File: config.mk
export PLATFORM = sky130hd
export DESIGN_NAME = bounded_deque
export DESIGN_NICKNAME = d
export VERILOG_FILES = /design/src/rtl/bdq_pkg.sv /design/src/rtl/bounded_deque.sv /design/src/rtl/bdq_ram.sv /design/src/rtl/bdq_ctrl.sv /design/src/rtl/bdq_datapath.sv
export SDC_FILE = /design/constraint.sdc
export NUM_CORES = 1
export LEC_CHECK = 0
export BUFFER_PORTS_ARGS = -buffer_cell sky130_fd_sc_hd__clkbuf_2
export CORE_ASPECT_RATIO = 2
export CORE_UTILIZATION = 35
export DETAILED_ROUTE_END_ITERATION = 7
export HOLD_SLACK_MARGIN = 0.08
export SLEW_MARGIN = 20
export SYNTH_ARGS = -nofsm -noshare
export SYNTH_HDL_FRONTEND = slang
export SYNTH_SLANG_ARGS = --single-unit
File: constraint.sdc
create_clock -name clk -period 6.66 [get_ports clk]
set_clock_uncertainty 0.2 [all_clocks]
set_input_delay 0.666 -clock clk [delete_from_list [all_inputs] [get_ports clk]]
set_output_delay 0.666 -clock clk [all_outputs]
set_load 0.02 [all_outputs]
File: src/rtl/bdq_pkg.sv
// Package for the bounded deque: ring size, derived widths, operation and
// status codes, controller states, command/status structs and ring helpers.
// No dependencies.
package bdq_pkg;

    localparam int DEPTH = 8;
    localparam int IDX_W = (DEPTH > 1) ? $clog2(DEPTH) : 1;
    localparam int CNT_W = $clog2(DEPTH + 1);
    localparam int CAP_W = 4;
    localparam int CMP_W = (CNT_W > CAP_W) ? CNT_W : CAP_W;
    localparam int WORD_W = 32;
    localparam int KIND_W = 3;
    localparam int STATUS_W = 2;
    localparam int COUNT_W = 4;

    localparam logic [CAP_W-1:0] CAP_RESET = CAP_W'(8);

    typedef enum logic [KIND_W-1:0] {
        KIND_PUSH_BACK  = 3'd0,
        KIND_PUSH_FRONT = 3'd1,
        KIND_POP_BACK   = 3'd2,
        KIND_POP_FRONT  = 3'd3,
        KIND_CLEAR      = 3'd4
    } kind_t;

    typedef enum logic [STATUS_W-1:0] {
        ST_DONE      = 2'd0,
        ST_OVERFLOW  = 2'd1,
        ST_UNDERFLOW = 2'd2
    } status_t;

    typedef enum logic [1:0] {
        S_IDLE,
        S_EXEC,
        S_READ,
        S_RESULT
    } state_t;

    typedef struct packed {
        logic load_item;
        logic exec;
        logic load_out;
    } dq_cmd_t;

    typedef struct packed {
        logic out_free;
    } dq_stat_t;

    // Ring position base + off, where the sum stays below twice the ring size.
    function automatic logic [IDX_W-1:0] ring_add(input logic [IDX_W-1:0] base,
                                                  input logic [CNT_W-1:0] off);
        logic [CNT_W:0] sum;
        sum = (CNT_W+1)'(base) + (CNT_W+1)'(off);
        if (sum >= (CNT_W+1)'(DEPTH))
        begin
            sum = sum - (CNT_W+1)'(DEPTH);
        end
        return IDX_W'(sum);
    endfunction

    function automatic logic [IDX_W-1:0] ring_dec(input logic [IDX_W-1:0] base);
        logic [IDX_W-1:0] res;
        if (base == '0)
        begin
            res = IDX_W'(DEPTH - 1);
        end
        else
        begin
            res = base - IDX_W'(1);
        end
        return res;
    endfunction

endpackage

File: src/rtl/bounded_deque.sv
// Top level of the bounded deque: joins the controller and the datapath.
// Depends on bdq_pkg, bdq_ctrl, bdq_datapath and bdq_ram.
//
//  Channel   Handshake             Payload
//  -------   -------------------   ------------------------------------------
//  input     in_valid / in_stall   kind, value
//  output    out_valid / out_stall front_value, back_value, count, is_empty,
//                                  is_full, status
//  config    cfg_wr_en             cfg_wr_data (capacity)
//
// Each transaction passes through accept, index update and ring write, ring
// read and result load. The ring memory has a registered read, which can only
// start once the write of the same transaction is done. Reset clears the
// indexes, the count and the output valid; capacity returns to 8. The ring
// itself is not cleared, and only written entries are read. A held output
// stalls the result load; the next input waits until it lands.
module bounded_deque
    import bdq_pkg::*;
(
    input  logic                      clk,
    input  logic                      rst_n,
    input  logic                      cfg_wr_en,
    input  logic [CAP_W-1:0]          cfg_wr_data,
    input  logic                      in_valid,
    output logic                      in_stall,
    input  logic [KIND_W-1:0]         kind,
    input  logic signed [WORD_W-1:0]  value,
    output logic                      out_valid,
    input  logic                      out_stall,
    output logic signed [WORD_W-1:0]  front_value,
    output logic signed [WORD_W-1:0]  back_value,
    output logic [COUNT_W-1:0]        count,
    output logic                      is_empty,
    output logic                      is_full,
    output logic [STATUS_W-1:0]       status
);

    dq_cmd_t  cmd;
    dq_stat_t stat;

    bdq_ctrl u_ctrl (
        .clk      (clk),
        .rst_n    (rst_n),
        .in_valid (in_valid),
        .in_stall (in_stall),
        .stat     (stat),
        .cmd      (cmd)
    );

    bdq_datapath u_datapath (
        .clk         (clk),
        .rst_n       (rst_n),
        .cmd         (cmd),
        .stat        (stat),
        .cfg_wr_en   (cfg_wr_en),
        .cfg_wr_data (cfg_wr_data),
        .kind        (kind),
        .value       (value),
        .out_valid   (out_valid),
        .out_stall   (out_stall),
        .front_value (front_value),
        .back_value  (back_value),
        .count       (count),
        .is_empty    (is_empty),
        .is_full     (is_full),
        .status      (status)
    );

endmodule

File: src/rtl/bdq_ram.sv
// Generic RAM: one write port and two read ports with registered read data.
// No dependencies.
module bdq_ram #(
    parameter int WIDTH = 32,
    parameter int WORDS = 8
) (
    input  logic                                    clk,
    input  logic                                    wr_en,
    input  logic [((WORDS > 1) ? $clog2(WORDS) : 1)-1:0] wr_addr,
    input  logic [WIDTH-1:0]                        wr_data,
    input  logic [((WORDS > 1) ? $clog2(WORDS) : 1)-1:0] rd_addr_a,
    input  logic [((WORDS > 1) ? $clog2(WORDS) : 1)-1:0] rd_addr_b,
    output logic [WIDTH-1:0]                        rd_data_a,
    output logic [WIDTH-1:0]                        rd_data_b
);

    logic [WIDTH-1:0] mem_reg [WORDS];

    always_ff @(posedge clk)
    begin
        if (wr_en)
        begin
            mem_reg[wr_addr] <= wr_data;
        end
        rd_data_a <= mem_reg[rd_addr_a];
        rd_data_b <= mem_reg[rd_addr_b];
    end

endmodule

File: src/rtl/bdq_ctrl.sv
// Controller for the bounded deque: sequences one transaction through
// update, memory read and result load. Depends on bdq_pkg.
module bdq_ctrl
    import bdq_pkg::*;
(
    input  logic     clk,
    input  logic     rst_n,
    input  logic     in_valid,
    output logic     in_stall,
    input  dq_stat_t stat,
    output dq_cmd_t  cmd
);

    state_t state_reg;
    state_t state_next;

    always_ff @(posedge clk or negedge rst_n)
    begin
        if (!rst_n)
        begin
            state_reg <= S_IDLE;
        end
        else
        begin
            state_reg <= state_next;
        end
    end

    always_comb
    begin
        state_next = state_reg;
        case (state_reg)
            S_IDLE:
            begin
                if (in_valid)
                begin
                    state_next = S_EXEC;
                end
            end
            S_EXEC:
            begin
                state_next = S_READ;
            end
            S_READ:
            begin
                state_next = S_RESULT;
            end
            S_RESULT:
            begin
                if (stat.out_free)
                begin
                    state_next = S_IDLE;
                end
            end
            default:
            begin
                state_next = S_IDLE;
            end
        endcase
    end

    always_comb
    begin
        in_stall      = 1'b1;
        cmd.load_item = 1'b0;
        cmd.exec      = 1'b0;
        cmd.load_out  = 1'b0;
        case (state_reg)
            S_IDLE:
            begin
                in_stall      = 1'b0;
                cmd.load_item = in_valid;
            end
            S_EXEC:
            begin
                cmd.exec = 1'b1;
            end
            S_READ:
            begin
                cmd.exec = 1'b0;
            end
            S_RESULT:
            begin
                cmd.load_out = stat.out_free;
            end
            default:
            begin
                in_stall = 1'b1;
            end
        endcase
    end

endmodule

File: src/rtl/bdq_datapath.sv
// Datapath for the bounded deque: capacity register, ring indexes, the ring
// memory and the output register. Depends on bdq_pkg and bdq_ram.
module bdq_datapath
    import bdq_pkg::*;
(
    input  logic                       clk,
    input  logic                       rst_n,
    input  dq_cmd_t                    cmd,
    output dq_stat_t                   stat,
    input  logic                       cfg_wr_en,
    input  logic [CAP_W-1:0]           cfg_wr_data,
    input  logic [KIND_W-1:0]          kind,
    input  logic signed [WORD_W-1:0]   value,
    output logic                       out_valid,
    input  logic                       out_stall,
    output logic signed [WORD_W-1:0]   front_value,
    output logic signed [WORD_W-1:0]   back_value,
    output logic [COUNT_W-1:0]         count,
    output logic                       is_empty,
    output logic                       is_full,
    output logic [STATUS_W-1:0]        status
);

    logic [CAP_W-1:0]    cap_reg;
    logic [KIND_W-1:0]   kind_reg;
    logic [WORD_W-1:0]   value_reg;
    logic [IDX_W-1:0]    front_reg;
    logic [IDX_W-1:0]    front_next;
    logic [CNT_W-1:0]    cnt_reg;
    logic [CNT_W-1:0]    cnt_next;
    status_t             status_reg;
    status_t             status_next;
    logic [CMP_W-1:0]    eff_cap;
    logic                full;
    logic                wr_en;
    logic [IDX_W-1:0]    wr_addr;
    logic [IDX_W-1:0]    back_idx;
    logic [WORD_W-1:0]   rd_front;
    logic [WORD_W-1:0]   rd_back;
    logic                out_valid_reg;
    logic [WORD_W-1:0]   front_value_reg;
    logic [WORD_W-1:0]   back_value_reg;
    logic [COUNT_W-1:0]  count_reg;
    logic                is_empty_reg;
    logic                is_full_reg;
    logic [STATUS_W-1:0] status_out_reg;

    assign eff_cap = (CMP_W'(cap_reg) > CMP_W'(DEPTH)) ? CMP_W'(DEPTH) : CMP_W'(cap_reg);
    assign full    = CMP_W'(cnt_reg) >= eff_cap;

    // Back entry sits count - 1 places after the front; meaningless when empty.
    assign back_idx = ring_add(front_reg, cnt_reg - CNT_W'(1));

    always_comb
    begin
        front_next  = front_reg;
        cnt_next    = cnt_reg;
        status_next = status_reg;
        wr_en       = 1'b0;
        wr_addr     = front_reg;
        if (cmd.exec)
        begin
            status_next = ST_DONE;
            case (kind_reg)
                KIND_PUSH_BACK:
                begin
                    if (full)
                    begin
                        status_next = ST_OVERFLOW;
                    end
                    else
                    begin
                        wr_en    = 1'b1;
                        wr_addr  = ring_add(front_reg, cnt_reg);
                        cnt_next = cnt_reg + CNT_W'(1);
                    end
                end
                KIND_PUSH_FRONT:
                begin
                    if (full)
                    begin
                        status_next = ST_OVERFLOW;
                    end
                    else
                    begin
                        front_next = ring_dec(front_reg);
                        wr_en      = 1'b1;
                        wr_addr    = front_next;
                        cnt_next   = cnt_reg + CNT_W'(1);
                    end
                end
                KIND_POP_BACK:
                begin
                    if (cnt_reg == '0)
                    begin
                        status_next = ST_UNDERFLOW;
                    end
                    else
                    begin
                        cnt_next = cnt_reg - CNT_W'(1);
                    end
                end
                KIND_POP_FRONT:
                begin
                    if (cnt_reg == '0)
                    begin
                        status_next = ST_UNDERFLOW;
                    end
                    else
                    begin
                        front_next = ring_add(front_reg, CNT_W'(1));
                        cnt_next   = cnt_reg - CNT_W'(1);
                    end
                end
                KIND_CLEAR:
                begin
                    front_next = '0;
                    cnt_next   = '0;
                end
                default:
                begin
                    status_next = ST_DONE;
                end
            endcase
        end
    end

    always_ff @(posedge clk or negedge rst_n)
    begin
        if (!rst_n)
        begin
            cap_reg       <= CAP_RESET;
            front_reg     <= '0;
            cnt_reg       <= '0;
            out_valid_reg <= 1'b0;
        end
        else
        begin
            if (cfg_wr_en)
            begin
                cap_reg <= cfg_wr_data;
            end
            front_reg <= front_next;
            cnt_reg   <= cnt_next;
            if (cmd.load_out)
            begin
                out_valid_reg <= 1'b1;
            end
            else if (!out_stall)
            begin
                out_valid_reg <= 1'b0;
            end
        end
    end

    always_ff @(posedge clk)
    begin
        status_reg <= status_next;
        if (cmd.load_item)
        begin
            kind_reg  <= kind;
            value_reg <= value;
        end
        if (cmd.load_out)
        begin
            if (cnt_reg == '0)
            begin
                front_value_reg <= '1;
                back_value_reg  <= '1;
            end
            else
            begin
                front_value_reg <= rd_front;
                back_value_reg  <= rd_back;
            end
            count_reg      <= COUNT_W'(cnt_reg);
            is_empty_reg   <= (cnt_reg == '0);
            is_full_reg    <= full;
            status_out_reg <= status_reg;
        end
    end

    bdq_ram #(
        .WIDTH (WORD_W),
        .WORDS (DEPTH)
    ) u_ring (
        .clk       (clk),
        .wr_en     (wr_en),
        .wr_addr   (wr_addr),
        .wr_data   (value_reg),
        .rd_addr_a (front_reg),
        .rd_addr_b (back_idx),
        .rd_data_a (rd_front),
        .rd_data_b (rd_back)
    );

    assign stat.out_free = !out_valid_reg || !out_stall;

    assign out_valid   = out_valid_reg;
    assign front_value = front_value_reg;
    assign back_value  = back_value_reg;
    assign count       = count_reg;
    assign is_empty    = is_empty_reg;
    assign is_full     = is_full_reg;
    assign status      = status_out_reg;

endmodule
* After elaboration in Yosys (flattened, before gate mapping)
Memories as Yosys holds them, arrays and structs flattened. A register that Yosys moved wholly into a read port is not among the register bits.
Cells that the tools add are included.
W data, S select, Z words.
** Storage, ports and cells
- Register bits :: 123
- Memory bits (writable) :: 256
- Input port bits :: 44
- Output and inout port bits :: 74
- Memories kept :: 1
- Word-level logic and storage cells :: 87
** Memory list
- u_datapath.u_ring.mem_reg :: depth 8, bits a word 32, read ports 2, clocked after Yosys merged registers in 2, wr ports 1, RTL line bdq_ram.sv:17 : logic [WIDTH-1:0] mem_reg [WORDS];
** Operators by class
- Mux-type cells :: 31
- $add $sub $neg :: 9
- Order comparisons :: 5
- Eq/ne operators :: 13
- Reduce and logical (&&, ||, !) cells :: 14
** Operators with widths (count)
- $mux W3 :: 8
- $mux W1 :: 12
- $mux W4 :: 3
- $pmux W4 S3 :: 1
- $sub A3 B1 Y3 const B :: 4
- $add A3 B4 Y5 :: 2
- $ge A5 B4 Y1 const B :: 2
- $pmux W3 S3 :: 1
- $ne A2 B2 Y1 const B :: 4
- $pmux W2 S4 :: 1
- $eq A3 B2 Y1 const B :: 2
- $logic_not A3 Y1 :: 2
- $mux W2 :: 3
- $pmux W3 S2 :: 1
- $reduce_bool A3 Y1 :: 2
- $add A3 B1 Y4 const B :: 1
- $add A4 B1 Y4 const B :: 1
- $eq A2 B2 Y1 const B :: 2
- $ge A4 B4 Y1 :: 1
- $ge A4 B4 Y1 const B :: 1
- $gt A4 B4 Y1 const B :: 1
- $logic_not A4 Y1 :: 1
- $ne A2 B1 Y1 const B :: 2
- $pmux W2 S2 :: 1
- 11 further kinds :: 13

* Logic depth before layout (Yosys ltp)
Gate-level depths: netlist of the first run.
- Depth after elaboration :: 8
- Depth in mapped cells :: 9
- Depth with buffers taken out :: 8

* Hierarchy
A second synthesis of the first run with hierarchy kept.
** Second synthesis, totals
- Cells, all modules :: 886
- Area, all modules :: 18205.0 um^2
** Modules (own cells, without submodules)
- bdq_ram :: cells an instance 561, times used 1, area each 13180.1 um^2, seq. area each 8968.6 um^2
- bdq_datapath :: cells an instance 308, times used 1, area each 4842.1 um^2, seq. area each 3574.7 um^2
- bdq_ctrl :: cells an instance 17, times used 1, area each 182.7 um^2, seq. area each 50.0 um^2

* Worst setup path before layout of the first run
Ideal clock, no wire load.
- Path type :: input to register
- From :: input out_stall
- To :: register u_datapath.back_value_reg[0] (netlist: u_datapath.back_value[0]) (enable)
- Arrival time :: 5908 ps
- Cell stages on the path :: 1
- Slack :: -59 ps
- Required time :: 5849 ps
- Library setup time :: 611 ps
- Cell sequence :: a21boi_0
** On the way
- Cells in the longest elaborated chain, start to end :: 3
** Ends and longest elaborated chain
- start, declared :: RTL line bounded_deque.sv:29 : input logic out_stall,
- $logic_not A1 Y1
- $logic_or A1 B1 Y1 :: RTL line bdq_datapath.sv:197 : assign stat.out_free = !out_valid_reg || !out_stall;
- $mux W1 :: RTL line bdq_ctrl.sv:68 : case (state_reg)
- end signal, assigned :: RTL line bdq_datapath.sv:174 : back_value_reg <= rd_back;
- end, declared :: RTL line bdq_datapath.sv:42 : logic [WORD_W-1:0] back_value_reg;
Every way passes these cells.
A chain may end at the register's enable or synchronous reset.

* Worst setup path after layout of the first run
- From :: register u_datapath.front_reg[0]
- To :: register u_datapath.u_ring.rd_data_b[2], read port of u_datapath.u_ring.mem_reg
** On the way
- Cells in the longest elaborated chain, start to end :: 3
- Elaborated cells between the ends (all ways) :: 4
- Those cells by class :: 2 x add/sub; 1 x order compare; 1 x mux
** Ends and longest elaborated chain
- start, declared :: RTL line bdq_datapath.sv:27 : logic [IDX_W-1:0] front_reg;
- start signal, assigned :: RTL line bdq_datapath.sv:143 : front_reg <= front_next;
- $add A3 B4 Y5 (*) :: RTL line bdq_pkg.sv:53 : sum = (CNT_W+1)'(base) + (CNT_W+1)'(off);
- $ge A5 B4 Y1 or $sub A3 B1 Y3 (tied branches) :: RTL line bdq_pkg.sv:54, bdq_pkg.sv:56
- $mux W3 (*) :: RTL line bdq_pkg.sv:54 : if (sum >= (CNT_W+1)'(DEPTH))
- end, declared :: RTL line bdq_ram.sv:14 : output logic [WIDTH-1:0] rd_data_b
Every way passes the cells marked *; elsewhere a longest branch is shown, timed or not.

==> results.sh, run 1 <==
export IMPL_status="finished, final reports clean"
export IMPL_start_kind="flop"
export IMPL_drv_cap=0
export IMPL_dieArea_um2=52300
export IMPL_die_height_um=323
export IMPL_synthXorXnorAreaFrac=0.00362
export IMPL_post_cts_buffers=0
export IMPL_cts_path_max_buffers=3
export IMPL_cts_sinks=443
export IMPL_hp_class="in -> reg"
export IMPL_synth_top_family_by_area="multiplexers"
export IMPL_yosysTopAreaCell="edfxtp_1"
export IMPL_synth_nets=1023
export IMPL_final_fill_count=4478
export IMPL_io_pins=118
export IMPL_dp_slack_ns=2.17
export IMPL_drt_iter0_markers=572
export IMPL_ir_worst_vdd_uv=518
export IMPL_async_flop_share=0.0316
export IMPL_globalplace_congestion=0.801
export IMPL_grt_setup_unrepaired="false"
export IMPL_synth_compound_area_share=0.0190
export IMPL_antenna_cells=0
export IMPL_syn2layout_area_growth_pct=16.8
export IMPL_grt_pass1_wl_um=59500
export IMPL_ys_seq_elements=443
export IMPL_muxShareOfSynthArea=0.187
export IMPL_yosys_area_share_simple=0.0583
export IMPL_cts_buffers=39
export IMPL_setup_viol=0
export IMPL_slowest_delay_ns=0.86
export IMPL_routed_via_density=5.18
export IMPL_cellLeakagePower_nw=7.27
export IMPL_power_density_nw_per_um2=541
export IMPL_synth_fa_ha_area_frac=0.0134
export IMPL_clkLatencyLatePin_ns=0.57
export IMPL_syn_cell_area_um2=18000
export IMPL_endpoint_kind="flop"
export IMPL_drc_errors=0
export IMPL_power_mw=11.4
export IMPL_layout_cells_non_filler=1800
export IMPL_critPathMaxFanout=48
export IMPL_grt_use_total=0.155
export IMPL_grt_max_degree=73
export IMPL_cts_root_buf="clkbuf_16"
export IMPL_fmax_mhz=229
export IMPL_synth_edf_count=365
export IMPL_rrSetupSlack_ns=2.30
export IMPL_crit_arrival_ns=4.62
export IMPL_period_share=0.655
export IMPL_port_buffers=117
export IMPL_synth_flop_cell="edfxtp_1"
export IMPL_wl_per_cell_um=22.2
export IMPL_ys_warnings_count=0
export IMPL_grt_overflow=0
export IMPL_min_period_ns=4.36
export IMPL_synth_cell_types=54
export IMPL_synth_top_area_share=0.610
export IMPL_worstMarginPinSlew_ns=1.08
export IMPL_nNetsFinal=1177
export IMPL_initial_utilization=0.354
export IMPL_layout_drive_gt1_share=0.324
export IMPL_timing_final_ws_setup_ns=2.30
export IMPL_ys_seq_area_frac=0.701
export IMPL_setup_tns_ns=0
export IMPL_vias=9317
export IMPL_yosys_top_cells_area="edfxtp_1 61%, mux4_2 15%, dfxtp_1 7.1%, mux2_2 2.4%, nand2b_1 2.3%"
export IMPL_grt_pass1_vias=9761
export IMPL_htree_levels=2
export IMPL_clk_pin_slew_worst_paths_ns=0.06
export IMPL_drv_slew=0
export IMPL_slew_limit_headroom=0.278
export IMPL_ant_nets=0
export IMPL_post_place_cells=1694
export IMPL_cp_slowest_cell="dfrtp_4"
export IMPL_largest_reg_flops=256
export IMPL_core_um2=50800
export IMPL_path_class="reg -> reg"
export IMPL_crit_chain="ha_2 -> inv_1 -> fa_4 -> xnor2_1 -> xnor2_4 -> buf_12 -> mux4_1 -> mux2_2"
export IMPL_cts_tree="done"
export IMPL_dp_hpwl_um=23100
export IMPL_first_pass_iters=5
export IMPL_synth_cells=961
export IMPL_worstPathRequired_ns=6.92
export IMPL_die_w_um=162
export IMPL_antenna_found_initial=0
export IMPL_rows=117
export IMPL_synth_area_per_cell_um2=18.7
export IMPL_wl_um=39900
export IMPL_hold_violations=0
critical path, delay by kind of cell (launching register included):
| kind | cells | cell delay (ns) |
|---|---|---|
| buf+inv | 2 | 0.49 |
| flops | 1 | 0.86 |
| mux | 2 | 0.89 |
| fa+ha+maj | 2 | 0.78 |
| xor+xnor | 2 | 0.97 |
layout by cell type, fill, tap and decap left out, drive strengths merged, types with 2 or more instances in the layout:
master	instances
fa	2
mux4	128
a211oi	2
inv	17
xnor2	3
o211a	2
dfxtp	64
nor2b	4
ha	16
clkinv	15
o21ai	5
and2	2
or3b	4
nor4	4
a21oi	8
a2111oi	2
nand2	109
clkbuf	167
nor3	3
o211ai	4
mux2	39
a31oi	6
bufinv	4
a221oi	2
nand2b	66
dlygate4sd3	34
edfxtp	365
a2bb2oi	2
nor2	7
nand3	8
buf	15
nand3b	3
a21o	3
dfrtp	13
cell type report:
class                           instances  area (µm²)  share of cell area
Inverter                               15        56.3             0.00268
Clock inverter                         22         225              0.0107
Multi-Input combinational cell        450        5180               0.247
Timing Repair Buffer                  166        1050              0.0501
Clock buffer                           50        1060              0.0504
Sequential cell                       443       12600               0.600
Tap cell                              654         818              0.0390
synth_stat cells, drive strengths merged, types with 3 or more instances:
library cell	count
a21o	3
a21oi	8
a31oi	6
buf	24
clkbuf	29
dfrtp	13
dfxtp	64
edfxtp	365
ha	16
inv	14
mux2	39
mux4	128
nand2	109
nand2b	66
nand3	8
nand3b	3
nor2	7
nor2b	4
nor3	3
nor4	4
o211ai	4
o21ai	5
or3b	4
xnor2	3
path summary, 6_finish.rpt:
path                                     startpoint                              to  cells after the start
max reg2reg                 u_datapath.front_reg[0]  u_datapath.u_ring.rd_data_b[2]                      8
min reg2reg                u_datapath.status_reg[1]            u_datapath.status[1]                      0
max                         u_datapath.front_reg[0]  u_datapath.u_ring.rd_data_b[2]                      8
min                                       value[24]        u_datapath.value_reg[24]                      1
min in group asynchronous                     rst_n           u_datapath.cap_reg[2]                      2
max in group asynchronous                     rst_n         u_datapath.front_reg[1]                      2
through the flow:
stage | instance area, µm² | utilization | hold slack [ns]
final | 21000 | 0.413 | 0.0947
after detailed placement | 19400 | 0.381 | 0.220
after global routing | 21000 | 0.413 | 0.0928
after CTS | 21000 | 0.413 | 0.0814
after global placement | 19400 | 0.381 | 0.209
after floorplan | 18000 | - | 0.170
routing by layer:
layer  up-vias  GRT usage  part of all wire
li1       4101          -                 -
met1      4851      0.173              0.38
met2       296      0.290              0.55
met3        69     0.0197             0.043
met4         0     0.0683             0.033
met5         -          0                 0
power breakdown:
part	switching (mW)	internal [mW]
clock network	1.00	1.29
logic	2.39	2.59
registers	0.343	3.74
cell families after synthesis:
group	after synthesis
buf+inv	68
simple gates	213
fa+ha+maj	18
mux	168
compound gates	47
xor+xnor	4
flops	443
timing repair:
item | 4_1_cts | 5_1_grt
endpoints found under the hold margin | 46 | 0
hold buffers | 34 | 0
resized for setup | 0 | 0
Power figures use the tool's default switching activity.
==> inputs of run 2 (changes only) <==
clock period = 4.4 ns   (was 6.66 ns; I/O delays follow)
==> run 2 against run 1 <==
  * Flip-flop and latch count did not move
  * Final cell count rose by 1.1%
  * Clock-buffer cell count rose by 1
  * Total power rose by 53%
  * Maximum frequency rose by 17%
  * Utilization rose by 0.81 points
  * Critical path type unchanged
  * Critical endpoint is now u_datapath.u_ring.rd_data_b[1]
==> results.sh, run 2 (synthesized netlist as in run 1, its figures left out) <==
export IMPL_slowest_delay_ns=0.63
export IMPL_htree_levels=2
export IMPL_regArea_um2=12600
export IMPL_design_area_um2=21400
export IMPL_routed_via_density=5.15
export IMPL_hold_slack_ns=0.139
export IMPL_drv_slew=0
export IMPL_r2r_start="u_datapath.cnt_reg[0]"
export IMPL_setup_viol=0
export IMPL_dieArea_um2=52300
export IMPL_cts_path_max_buffers=3
export IMPL_crit_end="u_datapath.u_ring.rd_data_b[1]"
export IMPL_highest_layer="met4"
export IMPL_vias=9376
export IMPL_period_share=0.849
export IMPL_nNetsFinal=1197
export IMPL_layout_cells_non_filler=1819
export IMPL_hold_violations=0
export IMPL_post_place_cells=1702
export IMPL_cts_resized=0
export IMPL_initial_utilization=0.354
export IMPL_power_density_nw_per_um2=814
export IMPL_cts_root_buf="clkbuf_16"
export IMPL_route_met2_wl_um=22200
export IMPL_final_cell_mix="365 x edfxtp_1, 119 x mux4_2, 117 x clkbuf_2, 109 x nand2_1, 66 x nand2b_1"
export IMPL_drc_errors=0
export IMPL_crit_family="multiplexers"
export IMPL_drv_cap=0
export IMPL_grt_pass1_vias=10100
export IMPL_wl_um=40100
export IMPL_cts_buffers=38
export IMPL_slew_limit_headroom=0.419
export IMPL_r2r_end="u_datapath.u_ring.rd_data_b[1]"
export IMPL_layout_commonest_cell="edfxtp_1"
export IMPL_timing_final_ws_setup_ns=0.666
export IMPL_globalplace_congestion=0.819
export IMPL_clkLatencyLatePin_ns=0.55
export IMPL_status="finished, final reports clean"
export IMPL_hp_class="in -> async"
export IMPL_power_mw=17.4
export IMPL_endpoint_kind="flop"
export IMPL_cellLeakagePower_nw=7.42
export IMPL_drt_iter0_markers=490
export IMPL_first_pass_iters=4
export IMPL_dr_wl_met3_um=1510
export IMPL_largest_reg_flops=256
export IMPL_grt_pass1_wl_um=60400
export IMPL_cts_tree="done"
export IMPL_wl_met1_um=15000
export IMPL_ant_nets=0
export IMPL_critPathMaxFanout=64
export IMPL_cp_depth=8
export IMPL_antenna_cells=0
export IMPL_die_w_um=162
export IMPL_rrSetupSlack_ns=0.67
export IMPL_start_kind="flop"
export IMPL_final_fill_count=4454
export IMPL_die_height_um=323
export IMPL_crit_arrival_ns=3.97
export IMPL_rows=117
export IMPL_wl_per_cell_um=22.0
export IMPL_crit_chain="inv_1 -> ha_1 -> fa_4 -> xnor2_1 -> xnor2_4 -> buf_12 -> mux4_1 -> mux2_2"
export IMPL_crit_buf_inv=2
export IMPL_cts_sinks=443
export IMPL_layout_drive_gt1_share=0.328
export IMPL_worstPathRequired_ns=4.64
export IMPL_dp_slack_ns=0.629
export IMPL_port_buffers=117
export IMPL_core_um2=50800
export IMPL_multi_input_area_um2=5190
export IMPL_antenna_found_initial=0
export IMPL_grt_use_total=0.157
export IMPL_startpoint="u_datapath.cnt_reg[0]"
export IMPL_cp_slowest_cell="mux4_1"
export IMPL_grt_max_degree=65
export IMPL_path_class="reg -> reg"
export IMPL_io_pins=118
export IMPL_grt_setup_unrepaired="false"
export IMPL_fmax_mhz=268
export IMPL_grt_overflow=0
export IMPL_ir_worst_vdd_uv=1420
export IMPL_setup_tns_ns=0
export IMPL_worstMarginPinSlew_ns=0.872
export IMPL_dp_hpwl_um=23800
export IMPL_clk_pin_slew_worst_paths_ns=0.07
export IMPL_ff2ff_path_depth=8
export IMPL_min_period_ns=3.73
export IMPL_post_route_util=0.421
export IMPL_syn2layout_area_growth_pct=19.1
export IMPL_place_area_um2=19600
## run 2: cell types whose count changed in the layout (fill, tap and decap cells not counted), sizes merged
cell,before,now
inv,17,16
clkbuf,167,168
dlygate4sd3,34,46
clkinv,15,8
clkinvlp,1,3
buf,15,24
bufinv,4,7
## run 2: what timing repair did
action	CTS	global route
hold buffers	46	0
hold endpoints to repair	54	0
setup buffers	0	0
## run 2: layout make-up
cell class / instances / share of cell area
Sequential cell: 443 / 0.589
Inverter: 15 / 0.00263
Tap cell: 654 / 0.0382
Timing Repair Buffer: 187 / 0.0646
Clock buffer: 51 / 0.0501
Clock inverter: 19 / 0.0132
Multi-Input combinational cell: 450 / 0.243
## run 2: worst min path at each step
| stage | from | to |
|---|---|---|
| 6_report | rst_n | u_datapath.cnt_reg[3] |
| 5_1_grt | rst_n | u_datapath.cap_reg[0] |
| 4_1_cts | in_valid | u_ctrl.state_reg[0] |
| 3_5_place_dp | rst_n | u_datapath.cap_reg[0] |
| 3_3_place_gp | rst_n | u_datapath.cap_reg[0] |
| 2_1_floorplan | rst_n | u_ctrl.state_reg[0] |
## run 2: power by group
part           leakage [nW]  internal [mW]  switching [mW]
Sequential             4.01           5.65           0.433
Clock                 0.651           2.14            1.48
Combinational          2.76           4.02            3.70
## run 2: metal layers
layer	vias to the layer above	GRT usage
met5	-	0
met2	229	0.300
met4	0	0.0700
li1	4136	-
met1	4933	0.170
met3	78	0.0210
